`src/design/string_pair_predicate_top_macros.svh`:
```
// ---------------------------------------------------------------------------
// String pair predicate assertion macros
// Shared property forms for the checks at the end of the top level.
// ---------------------------------------------------------------------------
`ifndef STRING_PAIR_PREDICATE_TOP_MACROS_SVH
`define STRING_PAIR_PREDICATE_TOP_MACROS_SVH

// Same-cycle implication, sampled on clk_i, off during reset.
`define SPP_ASSERT_NOW(name, ante, cons) \
  name: assert property (@(posedge clk_i) disable iff (!rst_ni) (ante) |-> (cons)) \
    else $error("string_pair_predicate: same-cycle check failed");

// Next-cycle implication, sampled on clk_i, off during reset.
`define SPP_ASSERT_NEXT(name, ante, cons) \
  name: assert property (@(posedge clk_i) disable iff (!rst_ni) (ante) |=> (cons)) \
    else $error("string_pair_predicate: next-cycle check failed");

`endif

```
`src/design/spp_ram.sv`:
```
// ---------------------------------------------------------------------------
// String pair predicate RAM
// One write port and one registered read port.
// ---------------------------------------------------------------------------
module spp_ram #(
  parameter int unsigned W     = 8,
  parameter int unsigned DEPTH = 256,
  parameter int unsigned AW    = 8
) (
  input  logic          clk_i,
  input  logic          we_i,
  input  logic [AW-1:0] waddr_i,
  input  logic [W-1:0]  wdata_i,
  input  logic [AW-1:0] raddr_i,
  output logic [W-1:0]  rdata_o
);

  logic [W-1:0] mem [DEPTH];
  logic [W-1:0] rdata_q;

  always_ff @(posedge clk_i) begin
    if (we_i) begin
      mem[waddr_i] <= wdata_i;
    end
  end

  always_ff @(posedge clk_i) begin
    rdata_q <= mem[raddr_i];
  end

  assign rdata_o = rdata_q;

endmodule

```
`config.mk`:
```
export PLATFORM = sky130hd
export DESIGN_NAME = spp_ram
export DESIGN_NICKNAME = d
export VERILOG_FILES = /design/src/design/string_pair_predicate_top_macros.svh /design/src/design/spp_ram.sv
export SDC_FILE = /design/constraint.sdc
export NUM_CORES = 2
export LEC_CHECK = 0
export ABC_AREA = 0
export BUFFER_PORTS_ARGS = -buffer_cell sky130_fd_sc_hd__buf_4
export CAP_MARGIN = 10
export CORE_ASPECT_RATIO = 0.75
export CORE_MARGIN = 2
export CORE_UTILIZATION = 50
export DETAILED_ROUTE_END_ITERATION = 6
export GPL_TIMING_DRIVEN = 0
export PLACE_DENSITY_LB_ADDON = 0.1
export SLEW_MARGIN = 20
export SYNTH_ARGS = -nofsm -noshare
export SYNTH_HDL_FRONTEND = slang
export SYNTH_SLANG_ARGS = --single-unit
```
`constraint.sdc`:
```
create_clock -name clk_i -period 2.05 [get_ports clk_i]
set_clock_uncertainty 0.05 [all_clocks]
set_input_delay 0.1025 -clock clk_i [delete_from_list [all_inputs] [get_ports clk_i]]
set_output_delay 0.1025 -clock clk_i [all_outputs]
set_load 0.01 [all_outputs]
```
==> impl_table.tex <==
\begin{tabular}{lr}
\hline
Metric & Value \\
\hline
\multicolumn{2}{l}{\textbf{Outcome}} \\
\quad Status & finished, violations left \\
\quad Violations in the final reports & negative setup slack \\
\multicolumn{2}{l}{\textbf{Synthesis}} \\
\quad Net count of the mapped netlist & approximately 3800 \\
\quad Mapped cell area & 79600 um\^{}2 \\
\quad Flop and latch count out of synthesis & 2056 \\
\quad Cell types with the largest area share after synthesis & sky130\_fd\_sc\_hd\_\_edfxtp\_1 77\%, sky130\_fd\_sc\_hd\_\_mux4\_2 13\%, sky130\_fd\_sc\_hd\_\_mux2i\_1 1.7\% \\
\quad Synth top area share & around 77\% \\
\quad Share of the yosys chip area belonging to registers & around 78\% \\
\quad Share of async-settable or async-resettable flops after synthesis & 0\% \\
\quad Yosys top cell by area & sky130\_fd\_sc\_hd\_\_edfxtp\_1 \\
\quad Cell count after synthesis & $\sim$3700 \\
\quad Post-synth cell types & 55 \\
\quad Warnings from Yosys & 0 \\
\quad Number of enable flip-flop cells after synthesis & 2048 \\
\quad Post-synthesis area per instance & approximately 21 um\^{}2 \\
\quad Most common flop cell mapped by yosys & sky130\_fd\_sc\_hd\_\_edfxtp\_1 \\
\multicolumn{2}{l}{\textbf{Timing}} \\
\quad Remaining max-slew budget at the tightest pin & roughly 8.3\% \\
\quad Min Clock Period, post-route & roughly 2.7 ns \\
\quad Worst hold margin & 0.0332 ns \\
\quad RSZ-0062 raised after global routing & yes \\
\quad Worst Slack Setup Final & -0.667 ns \\
\quad Fin Setup TNS & -11.89 ns \\
\quad Max frequency & 368 MHz \\
\quad Final-report setup violation count & between 150 and 200 \\
\quad Part of the cycle the worst path needs & 133\% \\
\quad Worst-Margin Slew & approximately 1.4 ns \\
\quad Max-slew violation count & 0 \\
\quad Endpoints failing hold & 0 \\
\multicolumn{2}{l}{\textbf{Clock tree}} \\
\quad Clock Sink Count & 2056 \\
\quad Root buffer cell & sky130\_fd\_sc\_hd\_\_clkbuf\_16 \\
\quad Number of buffers on the longest clock path & 3 \\
\quad CTS buffer count & about 190 \\
\quad TritonCTS clock tree & done \\
\quad Clock latency on the worst-skew pair & slightly below 0.9 ns \\
\quad Clk pin slew, worst setup/hold paths & around 0.060 ns \\
\quad H-tree level count & 4 \\
\multicolumn{2}{l}{\textbf{Drt}} \\
\quad Routed vias & around 42000 \\
\quad Post-DRT Antenna Nets & 0 \\
\quad Wire length reported by the detailed router & $\sim$250000 um \\
\quad Routed length per placed instance & 39.9 um \\
\quad Number of iterations in the first detailed-routing pass & 6 \\
\quad Mean number of vias per cell & between 6 and 7 \\
\quad Number of DRC violations after detailed routing & 0 \\
\quad Violation count after the first detailed-route iteration & roughly 7400 \\
\multicolumn{2}{l}{\textbf{Hold path}} \\
\quad Beginning of the worst hold path & waddr\_i[1] \\
\quad Worst hold path endpoint & mem[163][6] \\
\quad Worst hold-check path type & primary input to register \\
\quad Cell depth of the worst min-delay path & 3 \\
\multicolumn{2}{l}{\textbf{Worst setup path}} \\
\quad Data arrival, critical path & 3.36 ns \\
\quad WP data required & $\sim$2.7 ns \\
\quad Top cell family by delay on the critical path & compound AO/OA/AOI/OAI gates \\
\quad Critical path fanouts, max & 1 \\
\quad Startpoint of the worst register-to-register path & mem[82][6] \\
\quad CP bufs+invs & 0 \\
\quad Worst Setup End Kind & register \\
\quad R2R Path End & rdata\_o[6] \\
\quad Largest stage delay on the critical path & around 0.60 ns \\
\quad Library cell contributing the largest single delay on the critical path & sky130\_fd\_sc\_hd\_\_a221oi\_4 \\
\quad Worst-path cell chain & mux4\_2, a22o\_1, a221oi\_4, o32ai\_4, nor3\_4, nor4\_4 \\
\quad Crit path launch & mem[82][6] \\
\quad R2R setup slack & -0.67 ns \\
\quad Worst reg-to-reg path cell count & 6 \\
\quad Critical path class & register to register \\
\quad Category of the worst setup path launch point & register \\
\multicolumn{2}{l}{\textbf{Floorplan}} \\
\quad Overall die width & around 460 um \\
\quad Top Ports & 34 \\
\quad Standard-cell rows & 126 \\
\quad Initial Utilization & 50.5\% \\
\quad Die footprint & 162000 um\^{}2 \\
\quad Vertical extent of the die & between 300 and 400 um \\
\quad Standard cell core area & approximately 160000 um\^{}2 \\
\multicolumn{2}{l}{\textbf{GRT}} \\
\quad Overall global routing resource usage & just over 30\% \\
\quad Pin count of the biggest net entering global routing & 129 \\
\quad Overflow after GRT & 0 \\
\quad Number of antenna violations at the first check in global routing & 15 \\
\quad Vias in the first global route & approximately 40000 \\
\quad Wire length of the first global-routing pass & approximately 340000 um \\
\multicolumn{2}{l}{\textbf{Pwr}} \\
\quad Pleak & $\sim$28 nW \\
\quad Worst ir drop on vdd & between 0.0009 and 0.001 V \\
\quad Power per Cell Area & roughly 950 nW/um\^{}2 \\
\multicolumn{2}{l}{\textbf{Place}} \\
\quad RD Place Congestion & 0.994 \\
\quad Cell area after placement & about 83000 um\^{}2 \\
\quad Worst-case setup slack after placement & -2.76 ns \\
\quad Count of input and output buffers & 26 \\
\quad Estimated wirelength of the detail-placed design & between 150000 and 200000 um \\
\multicolumn{2}{l}{\textbf{Finish}} \\
\quad Net total in the final layout & $\sim$4000 \\
\quad Signed area change from the synthesized netlist to the final layout & 15.3\% \\
\quad Layout Cell Area excl Fill & about 92000 um\^{}2 \\
\quad FILL cells & $\sim$12000 \\
\quad Multi-input gate area & 18300 um\^{}2 \\
\quad Layout cells sized above 1 & a little over 30\% \\
\quad Combined flip-flop and latch cell area & around 60000 um\^{}2 \\
\multicolumn{2}{l}{\textbf{Job}} \\
\quad Number of max-capacitance violations reported & 0 \\
\hline
\end{tabular}
synthesized netlist by cell type, types with 3 or more instances:
| cell | number |
|---|---|
| sky130_fd_sc_hd__buf_8 | 13 |
| sky130_fd_sc_hd__o22a_1 | 5 |
| sky130_fd_sc_hd__a21oi_1 | 96 |
| sky130_fd_sc_hd__nand2_1 | 33 |
| sky130_fd_sc_hd__nand3_1 | 34 |
| sky130_fd_sc_hd__a221oi_1 | 13 |
| sky130_fd_sc_hd__o221ai_1 | 46 |
| sky130_fd_sc_hd__nor2b_1 | 31 |
| sky130_fd_sc_hd__o21ai_0 | 10 |
| sky130_fd_sc_hd__nand4_1 | 10 |
| sky130_fd_sc_hd__nor2_1 | 282 |
| sky130_fd_sc_hd__o211ai_1 | 10 |
| sky130_fd_sc_hd__buf_6 | 21 |
| sky130_fd_sc_hd__buf_1 | 22 |
| sky130_fd_sc_hd__nand2b_1 | 8 |
| sky130_fd_sc_hd__buf_2 | 31 |
| sky130_fd_sc_hd__a211oi_1 | 16 |
| sky130_fd_sc_hd__nor4_2 | 3 |
| sky130_fd_sc_hd__nor3_1 | 22 |
| sky130_fd_sc_hd__buf_4 | 27 |
| sky130_fd_sc_hd__mux2i_1 | 134 |
| sky130_fd_sc_hd__edfxtp_1 | 2048 |
| sky130_fd_sc_hd__buf_12 | 8 |
| sky130_fd_sc_hd__o32ai_1 | 4 |
| sky130_fd_sc_hd__nor4_1 | 24 |
| sky130_fd_sc_hd__a22o_1 | 8 |
| sky130_fd_sc_hd__clkbuf_1 | 111 |
| sky130_fd_sc_hd__o22ai_1 | 28 |
| sky130_fd_sc_hd__dfxtp_1 | 8 |
| sky130_fd_sc_hd__mux4_2 | 454 |
| sky130_fd_sc_hd__and2_1 | 6 |
| sky130_fd_sc_hd__a22oi_1 | 133 |
| sky130_fd_sc_hd__or2_2 | 4 |
routing by layer:
metal | vias up | track usage [%] | wire (um)
li1 | 16300 | - | -
met1 | 22800 | 47.8 | 104000
met2 | 2866 | 43.2 | 106000
met3 | 448 | 7.77 | 30700
met4 | 4 | 11.5 | 10100
met5 | - | 0 | 28
layout by cell type, fill, tap and decap left out, types with 63 or more instances in the layout:
| cell | count |
|---|---|
| sky130_fd_sc_hd__nor2_2 | 87 |
| sky130_fd_sc_hd__a21oi_1 | 78 |
| sky130_fd_sc_hd__mux4_2 | 454 |
| sky130_fd_sc_hd__mux2i_1 | 134 |
| sky130_fd_sc_hd__nor2_4 | 93 |
| sky130_fd_sc_hd__edfxtp_1 | 2048 |
| sky130_fd_sc_hd__a22oi_1 | 124 |
| sky130_fd_sc_hd__clkbuf_1 | 63 |
| sky130_fd_sc_hd__clkbuf_16 | 196 |
| sky130_fd_sc_hd__buf_4 | 71 |
| sky130_fd_sc_hd__nor2_1 | 102 |
cells by family after synthesis:
| logic type | share of synthesized area (%) |
|---|---|
| flip-flops | 77.5 |
| multiplexers | 14.6 |
| AND/OR/NAND/NOR | 2.63 |
| AO/OA/AOI/OAI | 3.42 |
| buffers and inverters | 1.83 |
what timing repair did:
action                                  in CTS  in global routing
buffers inserted                             9                  1
hold buffers                                 9                  0
pin swaps                                   37                 31
endpoints found under the setup margin    1289               1290
endpoints found under the hold margin     1432                  0
resized for setup                          359                214
sequential cells by signal, summed over array words and instances (netlist names):
register  flops
mem        2048
rdata_o       8
final cells by class:
cell class / instances / share of cell area [%]
clock inverter: 127 / 1.06
multi-input combinational: 1442 / 20.0
antenna: 4 / 0.0109
sequential: 2056 / 67.2
tap: 2112 / 2.88
buffer: 231 / 1.93
clock buffer: 231 / 5.49
inverter: 2 / 0.00955
timing repair buffer: 83 / 1.42
worst register-to-register path, stage by stage, from the launching register on:
cell	delay (ns)
sky130_fd_sc_hd__edfxtp_1	0.37
sky130_fd_sc_hd__mux4_2	0.48
sky130_fd_sc_hd__a22o_1	0.27
sky130_fd_sc_hd__a221oi_4	0.60
sky130_fd_sc_hd__o32ai_4	0.30
sky130_fd_sc_hd__nor3_4	0.38
sky130_fd_sc_hd__nor4_4	0.11
worst max-delay path by stage:
stage	cells after the start	end
after floorplan	9	rdata_o[6]
after global placement	9	rdata_o[5]
after detailed placement	10	rdata_o[5]
after CTS	6	rdata_o[6]
after global routing	6	rdata_o[6]
final	6	rdata_o[6]
power by group:
group	switching, mW	total [mW]	internal [mW]
registers	0.0294	46.4	46.3
clock network	15.9	34.9	19.0
logic	3.87	5.66	1.79
stage by stage:
step	util, %	std cells	power, mW
after floorplan	-	3733	49.5
after global placement	52.3	5871	52.2
after detailed placement	53.0	5909	52.4
after CTS	57.7	6284	86.8
after global routing	58.2	6287	88.7
final	58.2	6288	86.9
(Power assumes the default switching activity.)
