[src/design/string_pair_predicate_top_macros.svh]
// ---------------------------------------------------------------------------
// String pair predicate assertion macros
// Shared property forms for the checks at the end of the top level.
// ---------------------------------------------------------------------------
`ifndef STRING_PAIR_PREDICATE_TOP_MACROS_SVH
`define STRING_PAIR_PREDICATE_TOP_MACROS_SVH

// Same-cycle implication, sampled on clk_i, off during reset.
`define SPP_ASSERT_NOW(name, ante, cons) \
  name: assert property (@(posedge clk_i) disable iff (!rst_ni) (ante) |-> (cons)) \
    else $error("string_pair_predicate: same-cycle check failed");

// Next-cycle implication, sampled on clk_i, off during reset.
`define SPP_ASSERT_NEXT(name, ante, cons) \
  name: assert property (@(posedge clk_i) disable iff (!rst_ni) (ante) |=> (cons)) \
    else $error("string_pair_predicate: next-cycle check failed");

`endif

[src/design/spp_pkg.sv]
// ---------------------------------------------------------------------------
// String pair predicate package
// Item types, compare modes, register indexes and the case fold helper.
// ---------------------------------------------------------------------------
package spp_pkg;

  typedef struct packed {
    logic       which_string;
    logic [7:0] byte_value;
    logic       has_byte;
    logic       end_of_string;
    logic       term_found;
  } in_item_t;

  typedef struct packed {
    logic       outcome;
    logic [8:0] distance;
    logic       overflow;
  } out_item_t;

  typedef enum logic [1:0] {
    MODE_CONTAIN = 2'd0,
    MODE_EQUAL   = 2'd1,
    MODE_EDIT    = 2'd2,
    MODE_RSVD    = 2'd3
  } mode_e;

  localparam logic REG_COMPARE_MODE   = 1'b0;
  localparam logic REG_DISTANCE_LIMIT = 1'b1;

  localparam logic [1:0]  COMPARE_MODE_RST = 2'd1;
  localparam logic [15:0] DIST_SAT         = 16'd511;

  function automatic logic [7:0] fold_upper(input logic [7:0] c);
    logic [7:0] r;
    r = c;
    if (c >= 8'h61 && c <= 8'h7A) begin
      r = c - 8'h20;
    end
    return r;
  endfunction

endpackage

[src/design/spp_engine.sv]
// ---------------------------------------------------------------------------
// String pair predicate engine
// Sequencer that walks the stored strings with one shared byte compare and
// one min-of-three cell, for equality, containment and edit distance.
// ---------------------------------------------------------------------------
module spp_engine #(
  parameter int unsigned LW = 9,
  parameter int unsigned AW = 8
) (
  input  logic                   clk_i,
  input  logic                   rst_ni,
  input  logic                   go_i,
  input  logic [1:0]             mode_i,
  input  logic [15:0]            limit_i,
  input  logic [LW-1:0]          len1_i,
  input  logic [LW-1:0]          len2_i,
  output logic [AW-1:0]          addr_a_o,
  input  logic [7:0]             data_a_i,
  output logic [AW-1:0]          addr_b_o,
  input  logic [7:0]             data_b_i,
  output logic [LW-1:0]          row_raddr_o,
  input  logic [LW-1:0]          row_rdata_i,
  output logic                   row_we_o,
  output logic [LW-1:0]          row_waddr_o,
  output logic [LW-1:0]          row_wdata_o,
  output logic                   fin_o,
  output spp_pkg::out_item_t     res_o
);
  import spp_pkg::*;

  typedef enum logic [9:0] {
    S_IDLE    = 10'b00_0000_0001,
    S_EQ_RD   = 10'b00_0000_0010,
    S_EQ_CMP  = 10'b00_0000_0100,
    S_CT_RD   = 10'b00_0000_1000,
    S_CT_CMP  = 10'b00_0001_0000,
    S_ED_INIT = 10'b00_0010_0000,
    S_ED_ROW  = 10'b00_0100_0000,
    S_ED_ROWA = 10'b00_1000_0000,
    S_ED_RD   = 10'b01_0000_0000,
    S_ED_CMP  = 10'b10_0000_0000
  } state_e;

  state_e        state_q, state_d;
  logic [LW-1:0] len1_q, len1_d, len2_q, len2_d;
  logic [LW-1:0] pos_q, pos_d;   // shift s or row i
  logic [LW-1:0] idx_q, idx_d;   // offset k or column j
  logic [7:0]    a_q, a_d;
  logic [LW-1:0] diag_q, diag_d, left_q, left_d;
  logic          fin_q, fin_d;
  out_item_t     res_q, res_d;

  // shared compare unit
  logic [7:0]    cmp_x, cmp_y;
  logic          cmp_eq;
  logic [LW:0]   c_up, c_left, c_sub, best;
  logic [LW-1:0] sum_sk;
  logic          finish, fin_val, fin_edit;
  logic [LW-1:0] fin_dist;
  logic [15:0]   dist_ext;

  assign cmp_eq = (cmp_x == cmp_y);
  assign sum_sk = pos_q + idx_q;

  always_comb begin
    state_d     = state_q;
    len1_d      = len1_q;
    len2_d      = len2_q;
    pos_d       = pos_q;
    idx_d       = idx_q;
    a_d         = a_q;
    diag_d      = diag_q;
    left_d      = left_q;
    addr_a_o    = '0;
    addr_b_o    = '0;
    row_raddr_o = '0;
    row_we_o    = 1'b0;
    row_waddr_o = '0;
    row_wdata_o = '0;
    cmp_x       = data_a_i;
    cmp_y       = data_b_i;
    c_up        = {1'b0, row_rdata_i} + 1'b1;
    c_left      = {1'b0, left_q} + 1'b1;
    c_sub       = '0;
    best        = '0;
    finish      = 1'b0;
    fin_val     = 1'b0;
    fin_edit    = 1'b0;
    fin_dist    = '0;
    unique case (state_q)
      S_IDLE: begin
        if (go_i) begin
          len1_d = len1_i;
          len2_d = len2_i;
          pos_d  = '0;
          idx_d  = '0;
          unique case (mode_i)
            MODE_EQUAL: begin
              if (len1_i != len2_i) begin
                finish = 1'b1;
              end else if (len1_i == '0) begin
                finish  = 1'b1;
                fin_val = 1'b1;
              end else begin
                state_d = S_EQ_RD;
              end
            end
            MODE_CONTAIN: begin
              if (len1_i == '0) begin
                finish  = 1'b1;
                fin_val = 1'b1;
              end else if (len1_i > len2_i) begin
                finish = 1'b1;
              end else begin
                state_d = S_CT_RD;
              end
            end
            MODE_EDIT: state_d = S_ED_INIT;
            default:   finish  = 1'b1;
          endcase
        end
      end
      S_EQ_RD: begin
        addr_a_o = idx_q[AW-1:0];
        addr_b_o = idx_q[AW-1:0];
        state_d  = S_EQ_CMP;
      end
      S_EQ_CMP: begin
        if (!cmp_eq) begin
          finish  = 1'b1;
          state_d = S_IDLE;
        end else if (idx_q + 1'b1 == len1_q) begin
          finish  = 1'b1;
          fin_val = 1'b1;
          state_d = S_IDLE;
        end else begin
          idx_d   = idx_q + 1'b1;
          state_d = S_EQ_RD;
        end
      end
      S_CT_RD: begin
        addr_a_o = idx_q[AW-1:0];
        addr_b_o = sum_sk[AW-1:0];
        state_d  = S_CT_CMP;
      end
      S_CT_CMP: begin
        if (cmp_eq) begin
          if (idx_q + 1'b1 == len1_q) begin
            finish  = 1'b1;
            fin_val = 1'b1;
            state_d = S_IDLE;
          end else begin
            idx_d   = idx_q + 1'b1;
            state_d = S_CT_RD;
          end
        end else if (pos_q + len1_q == len2_q) begin
          finish  = 1'b1;
          state_d = S_IDLE;
        end else begin
          pos_d   = pos_q + 1'b1;
          idx_d   = '0;
          state_d = S_CT_RD;
        end
      end
      S_ED_INIT: begin
        row_we_o    = 1'b1;
        row_waddr_o = idx_q;
        row_wdata_o = idx_q;
        if (idx_q == len2_q) begin
          if (len1_q == '0) begin
            finish   = 1'b1;
            fin_edit = 1'b1;
            fin_dist = len2_q;
            state_d  = S_IDLE;
          end else begin
            pos_d   = LW'(1);
            state_d = S_ED_ROW;
          end
        end else begin
          idx_d = idx_q + 1'b1;
        end
      end
      S_ED_ROW: begin
        addr_a_o    = AW'(pos_q - 1'b1);
        row_raddr_o = '0;
        state_d     = S_ED_ROWA;
      end
      S_ED_ROWA: begin
        a_d         = fold_upper(data_a_i);
        diag_d      = row_rdata_i;
        left_d      = pos_q;
        row_we_o    = 1'b1;
        row_waddr_o = '0;
        row_wdata_o = pos_q;
        idx_d       = LW'(1);
        if (len2_q != '0) begin
          state_d = S_ED_RD;
        end else if (pos_q == len1_q) begin
          finish   = 1'b1;
          fin_edit = 1'b1;
          fin_dist = pos_q;
          state_d  = S_IDLE;
        end else begin
          pos_d   = pos_q + 1'b1;
          state_d = S_ED_ROW;
        end
      end
      S_ED_RD: begin
        addr_b_o    = AW'(idx_q - 1'b1);
        row_raddr_o = idx_q;
        state_d     = S_ED_CMP;
      end
      S_ED_CMP: begin
        cmp_x = a_q;
        cmp_y = fold_upper(data_b_i);
        c_sub = {1'b0, diag_q} + {{LW{1'b0}}, !cmp_eq};
        best  = c_up;
        if (c_left < best) begin
          best = c_left;
        end
        if (c_sub < best) begin
          best = c_sub;
        end
        row_we_o    = 1'b1;
        row_waddr_o = idx_q;
        row_wdata_o = best[LW-1:0];
        diag_d      = row_rdata_i;
        left_d      = best[LW-1:0];
        if (idx_q == len2_q) begin
          if (pos_q == len1_q) begin
            finish   = 1'b1;
            fin_edit = 1'b1;
            fin_dist = best[LW-1:0];
            state_d  = S_IDLE;
          end else begin
            pos_d   = pos_q + 1'b1;
            state_d = S_ED_ROW;
          end
        end else begin
          idx_d   = idx_q + 1'b1;
          state_d = S_ED_RD;
        end
      end
      default: state_d = S_IDLE;
    endcase
  end

  assign dist_ext = 16'(fin_dist);

  always_comb begin
    fin_d          = finish;
    res_d          = res_q;
    res_d.overflow = 1'b0;
    if (finish) begin
      if (fin_edit) begin
        res_d.outcome  = (dist_ext <= limit_i);
        res_d.distance = (dist_ext > DIST_SAT) ? DIST_SAT[8:0] : dist_ext[8:0];
      end else begin
        res_d.outcome  = fin_val;
        res_d.distance = '0;
      end
    end
  end

  always_ff @(posedge clk_i or negedge rst_ni) begin
    if (!rst_ni) begin
      state_q <= S_IDLE;
      fin_q   <= 1'b0;
    end else begin
      state_q <= state_d;
      fin_q   <= fin_d;
    end
  end

  always_ff @(posedge clk_i) begin
    len1_q <= len1_d;
    len2_q <= len2_d;
    pos_q  <= pos_d;
    idx_q  <= idx_d;
    a_q    <= a_d;
    diag_q <= diag_d;
    left_q <= left_d;
    res_q  <= res_d;
  end

  assign fin_o = fin_q;
  assign res_o = res_q;

endmodule

[config.mk]
export PLATFORM = sky130hd
export DESIGN_NAME = spp_engine
export DESIGN_NICKNAME = d
export VERILOG_FILES = /design/src/design/string_pair_predicate_top_macros.svh /design/src/design/spp_pkg.sv /design/src/design/spp_engine.sv
export SDC_FILE = /design/constraint.sdc
export NUM_CORES = 1
export LEC_CHECK = 0
export ABC_AREA = 1
export BUFFER_PORTS_ARGS = -buffer_cell sky130_fd_sc_hd__buf_2
export CORE_UTILIZATION = 30
export CTS_CLUSTER_SIZE = 28
export DETAILED_ROUTE_END_ITERATION = 12
export PLACE_DENSITY = 0.57
export SETUP_SLACK_MARGIN = 0.2
export SLEW_MARGIN = 20
export SYNTH_ARGS = -nofsm -noshare
export SYNTH_HDL_FRONTEND = slang
export SYNTH_SLANG_ARGS = --single-unit
[constraint.sdc]
create_clock -name clk_i -period 5.6 [get_ports clk_i]
set_clock_uncertainty 0.05 [all_clocks]
set_input_delay 1.12 -clock clk_i [delete_from_list [all_inputs] [get_ports clk_i]]
set_output_delay 1.12 -clock clk_i [all_outputs]
set_load 0.01 [all_outputs]
==> metrics.txt <==
Syn Area/Cell 7.10 µm²; CTS Buffer Depth 2; nets 1410; Vias/cell 4.98; clk_lat worst skew 0.36 ns; number of CTS-inserted buffers 9; main combinational cell family by area after synthesis simple AND/OR/NAND/NOR gates; total track usage 0.195; crit path time final 5.58 ns; first-pass GRT wire length 39700 µm; Root Buffer clkbuf_16; core outline area 24600 µm²; post-route ant nets 0; routed len/inst 15.9 µm; DP Cell Count 1569; die footprint 26100 µm²; commonest register cell after synthesis edfxtp_1; layout cells sized above 1 0.268; final WL 25600 µm; Ant. Diodes 0; Critical Path Max Stage Delay 0.28 ns; vias in the first global route 7597; Place WS -0.619 ns; Area Growth Syn to Fin 34.5%; clock sinks 83; row count 57; Critical Path AT 4.41 ns; pwr/cell area 371 nW/µm²; final hold vios 0; Post-Synth Simple-Gate Area 0.337; Slew Limit Fails 0; Seq cells post-synth 83; complex-gate fraction of the synthesized area 0.0999; EDFF count, synth 72; post-synthesis mux area share 0; clock-pin slew on the worst setup and hold paths 0.07 ns; critical path's slowest cell ha_4; IO buf count 118; largest fanout on the critical path 5; Die Y-Extent 161 µm; Critical Path Source Type primary input; htree depth 3; DIE WIDTH 161 µm; post-synth cell types 48; CTS tree built; Slew HR 0.362; boundary pin count 120; Remaining Overflow, GRT 0; leak pwr 5.11 nW; CP required 4.43 ns; Synth Area in Adders 0.104; Final Cycle Share 0.997; Hold Path Class flop to flop; Top cell by count, worst path nand2_2; Setup Viol. Count Final 0; Initial Util 0.310; maxcap violations 0; xor/xnor share of the synthesized area 0.0471; DRT iter0 DRCs 536; largest net degree at the start of global routing 21; GP Congestion 0.913; DRC viols 0; via count 8039; Cell Count, Final, Fillers Out 1613; crit end category primary output; Pre-antenna DRT Iters 5; initial antenna violation count 0; final worst slack 0.0168 ns; Post-Synthesis Cells 1074; Tightest Pin Transition 0.956 ns; RSZ-0062 raised after global routing true; Power Total 3.81 mW; fmax 179 MHz; Yosys Warn Count 0; post-DP HPWL 20000 µm; Layout Utilization 0.417; Max IR drop VDD 0.164 mV; register area share after synthesis 0.320; net count after synthesis 1200; status finished, final reports clean; Post-Route Setup TNS 0 ns; synthesized cell area 7630 µm²; critical path class primary input to primary output; Async S/R FF share, synth 0.133
[critical path: cells and delay by family]
kind	cells	cell delay, ns
and+or+nand+nor	20	1.85
buffers and inverters	5	0.63
adders and majority gates	3	0.60
xor gates and xnor gates	1	0.20
[cells in the mapped netlist, types with 3 or more instances]
cell type / number / area share
xor2_1: 27 / 0.031
nor3_2: 3 / 0.0039
dfrtp_1: 10 / 0.033
nand3_2: 3 / 0.0039
nor2_1: 86 / 0.042
inv_1: 162 / 0.080
ha_1: 60 / 0.098
edfxtp_1: 72 / 0.28
o21bai_1: 4 / 0.0039
o21ai_0: 47 / 0.031
and3_1: 3 / 0.0025
a21oi_1: 38 / 0.025
nand3_1: 109 / 0.072
nand3b_1: 14 / 0.014
nand2_1: 282 / 0.14
o21a_1: 3 / 0.0030
nor2_2: 7 / 0.0057
nor3_1: 18 / 0.012
nand2_4: 3 / 0.0044
o22ai_1: 31 / 0.025
or2_2: 5 / 0.0041
clkbuf_1: 8 / 0.0039
nand4_1: 28 / 0.023
buf_2: 3 / 0.0020
nor4_1: 4 / 0.0033
xnor2_1: 14 / 0.016
[cell type report]
type | instances | area [µm²]
fill | 2525 | 14300
clock buffer | 9 | 225
timing repair buffer | 212 | 1430
inverter | 166 | 626
tap | 324 | 405
clock inverter | 7 | 50.0
multi-input combinational | 812 | 5080
sequential | 83 | 2440
[per-layer routing]
metal / up-vias / wire length [µm] / track usage
met2: 246 / 12400 / 0.335
met3: 41 / 1270 / 0.0295
met5: - / 0 / 0
met4: 0 / 720 / 0.0605
met1: 3744 / 11200 / 0.251
li1: 4008 / - / -
[what timing repair did]
action,4_1_cts,5_1_grt
hold buffers,0,0
gates resized for setup,122,32
endpoints found under the setup margin,10,10
setup buffers,20,6
pin swaps,44,13
gates cloned,2,0
hold endpoints to repair,0,0
[kinds of logic (layout without fill, tap and decap cells)]
kind of cell | after synthesis | in the layout
adder cells (fa/ha/maj) | 62 | 62
buffers and inverters | 181 | 394
AO/OA/AOI/OAI | 135 | 135
XOR/XNOR | 41 | 41
flip-flops | 83 | 83
AND/OR/NAND/NOR | 571 | 573
other | 1 | 1
[stage by stage]
stage	cell area [µm²]	hold WS, ns
after detailed placement	9070	0.492
after CTS	10100	0.542
after global placement	9070	0.500
final	10300	0.541
after floorplan	7650	0.426
after global routing	10300	0.564
[placed cells by master, fill, tap and decap left out, drive strengths merged, types with 2 or more instances in the layout]
| cell type | count |
|---|---|
| nand4 | 28 |
| nor2 | 95 |
| o21ai | 51 |
| nand3b | 14 |
| o21bai | 4 |
| o22ai | 31 |
| xor2 | 27 |
| dfrtp | 10 |
| o21a | 3 |
| xnor2 | 14 |
| inv | 166 |
| nand3 | 113 |
| and3 | 3 |
| ha | 60 |
| nor3 | 21 |
| edfxtp | 72 |
| nor4 | 5 |
| clkinv | 6 |
| or2 | 5 |
| nand2 | 288 |
| buf | 212 |
| o211ai | 2 |
| a21oi | 39 |
| clkbuf | 9 |
| fa | 2 |
[power breakdown]
group	total (mW)	leakage [nW]	internal [mW]	switching [mW]
Combinational	2.05	4.15	0.750	1.30
Sequential	1.17	0.829	0.913	0.261
Clock	0.582	0.131	0.303	0.279
[registers in the layout (all words and copies together) (netlist names)]
signal	flops
a_q	8
fin_o	1
len1_q	9
res_o	10
diag_q	9
state_q	10
len2_q	9
left_q	9
idx_q	9
pos_q	9
[final timing paths]
kind,from,end,slack (ns),cells past startpoint
worst min register to register,state_q[7]$_DFFE_PN0P_,state_q[7]$_DFFE_PN0P_,0.54,1
min in group asynchronous,rst_ni,state_q[9]$_DFFE_PN0P_,0.58,1
worst max-delay path,data_b_i[0],row_wdata_o[2],0.02,29
worst max register to register,state_q[6]$_DFFE_PN0P_,res_o[10]$_DFFE_PP_,0.25,35
max in group asynchronous,rst_ni,state_q[0]$_DFFE_PN1P_,4.64,1
worst min-delay path,state_q[7]$_DFFE_PN0P_,state_q[7]$_DFFE_PN0P_,0.54,1
Power figures use the tool's default switching activity.
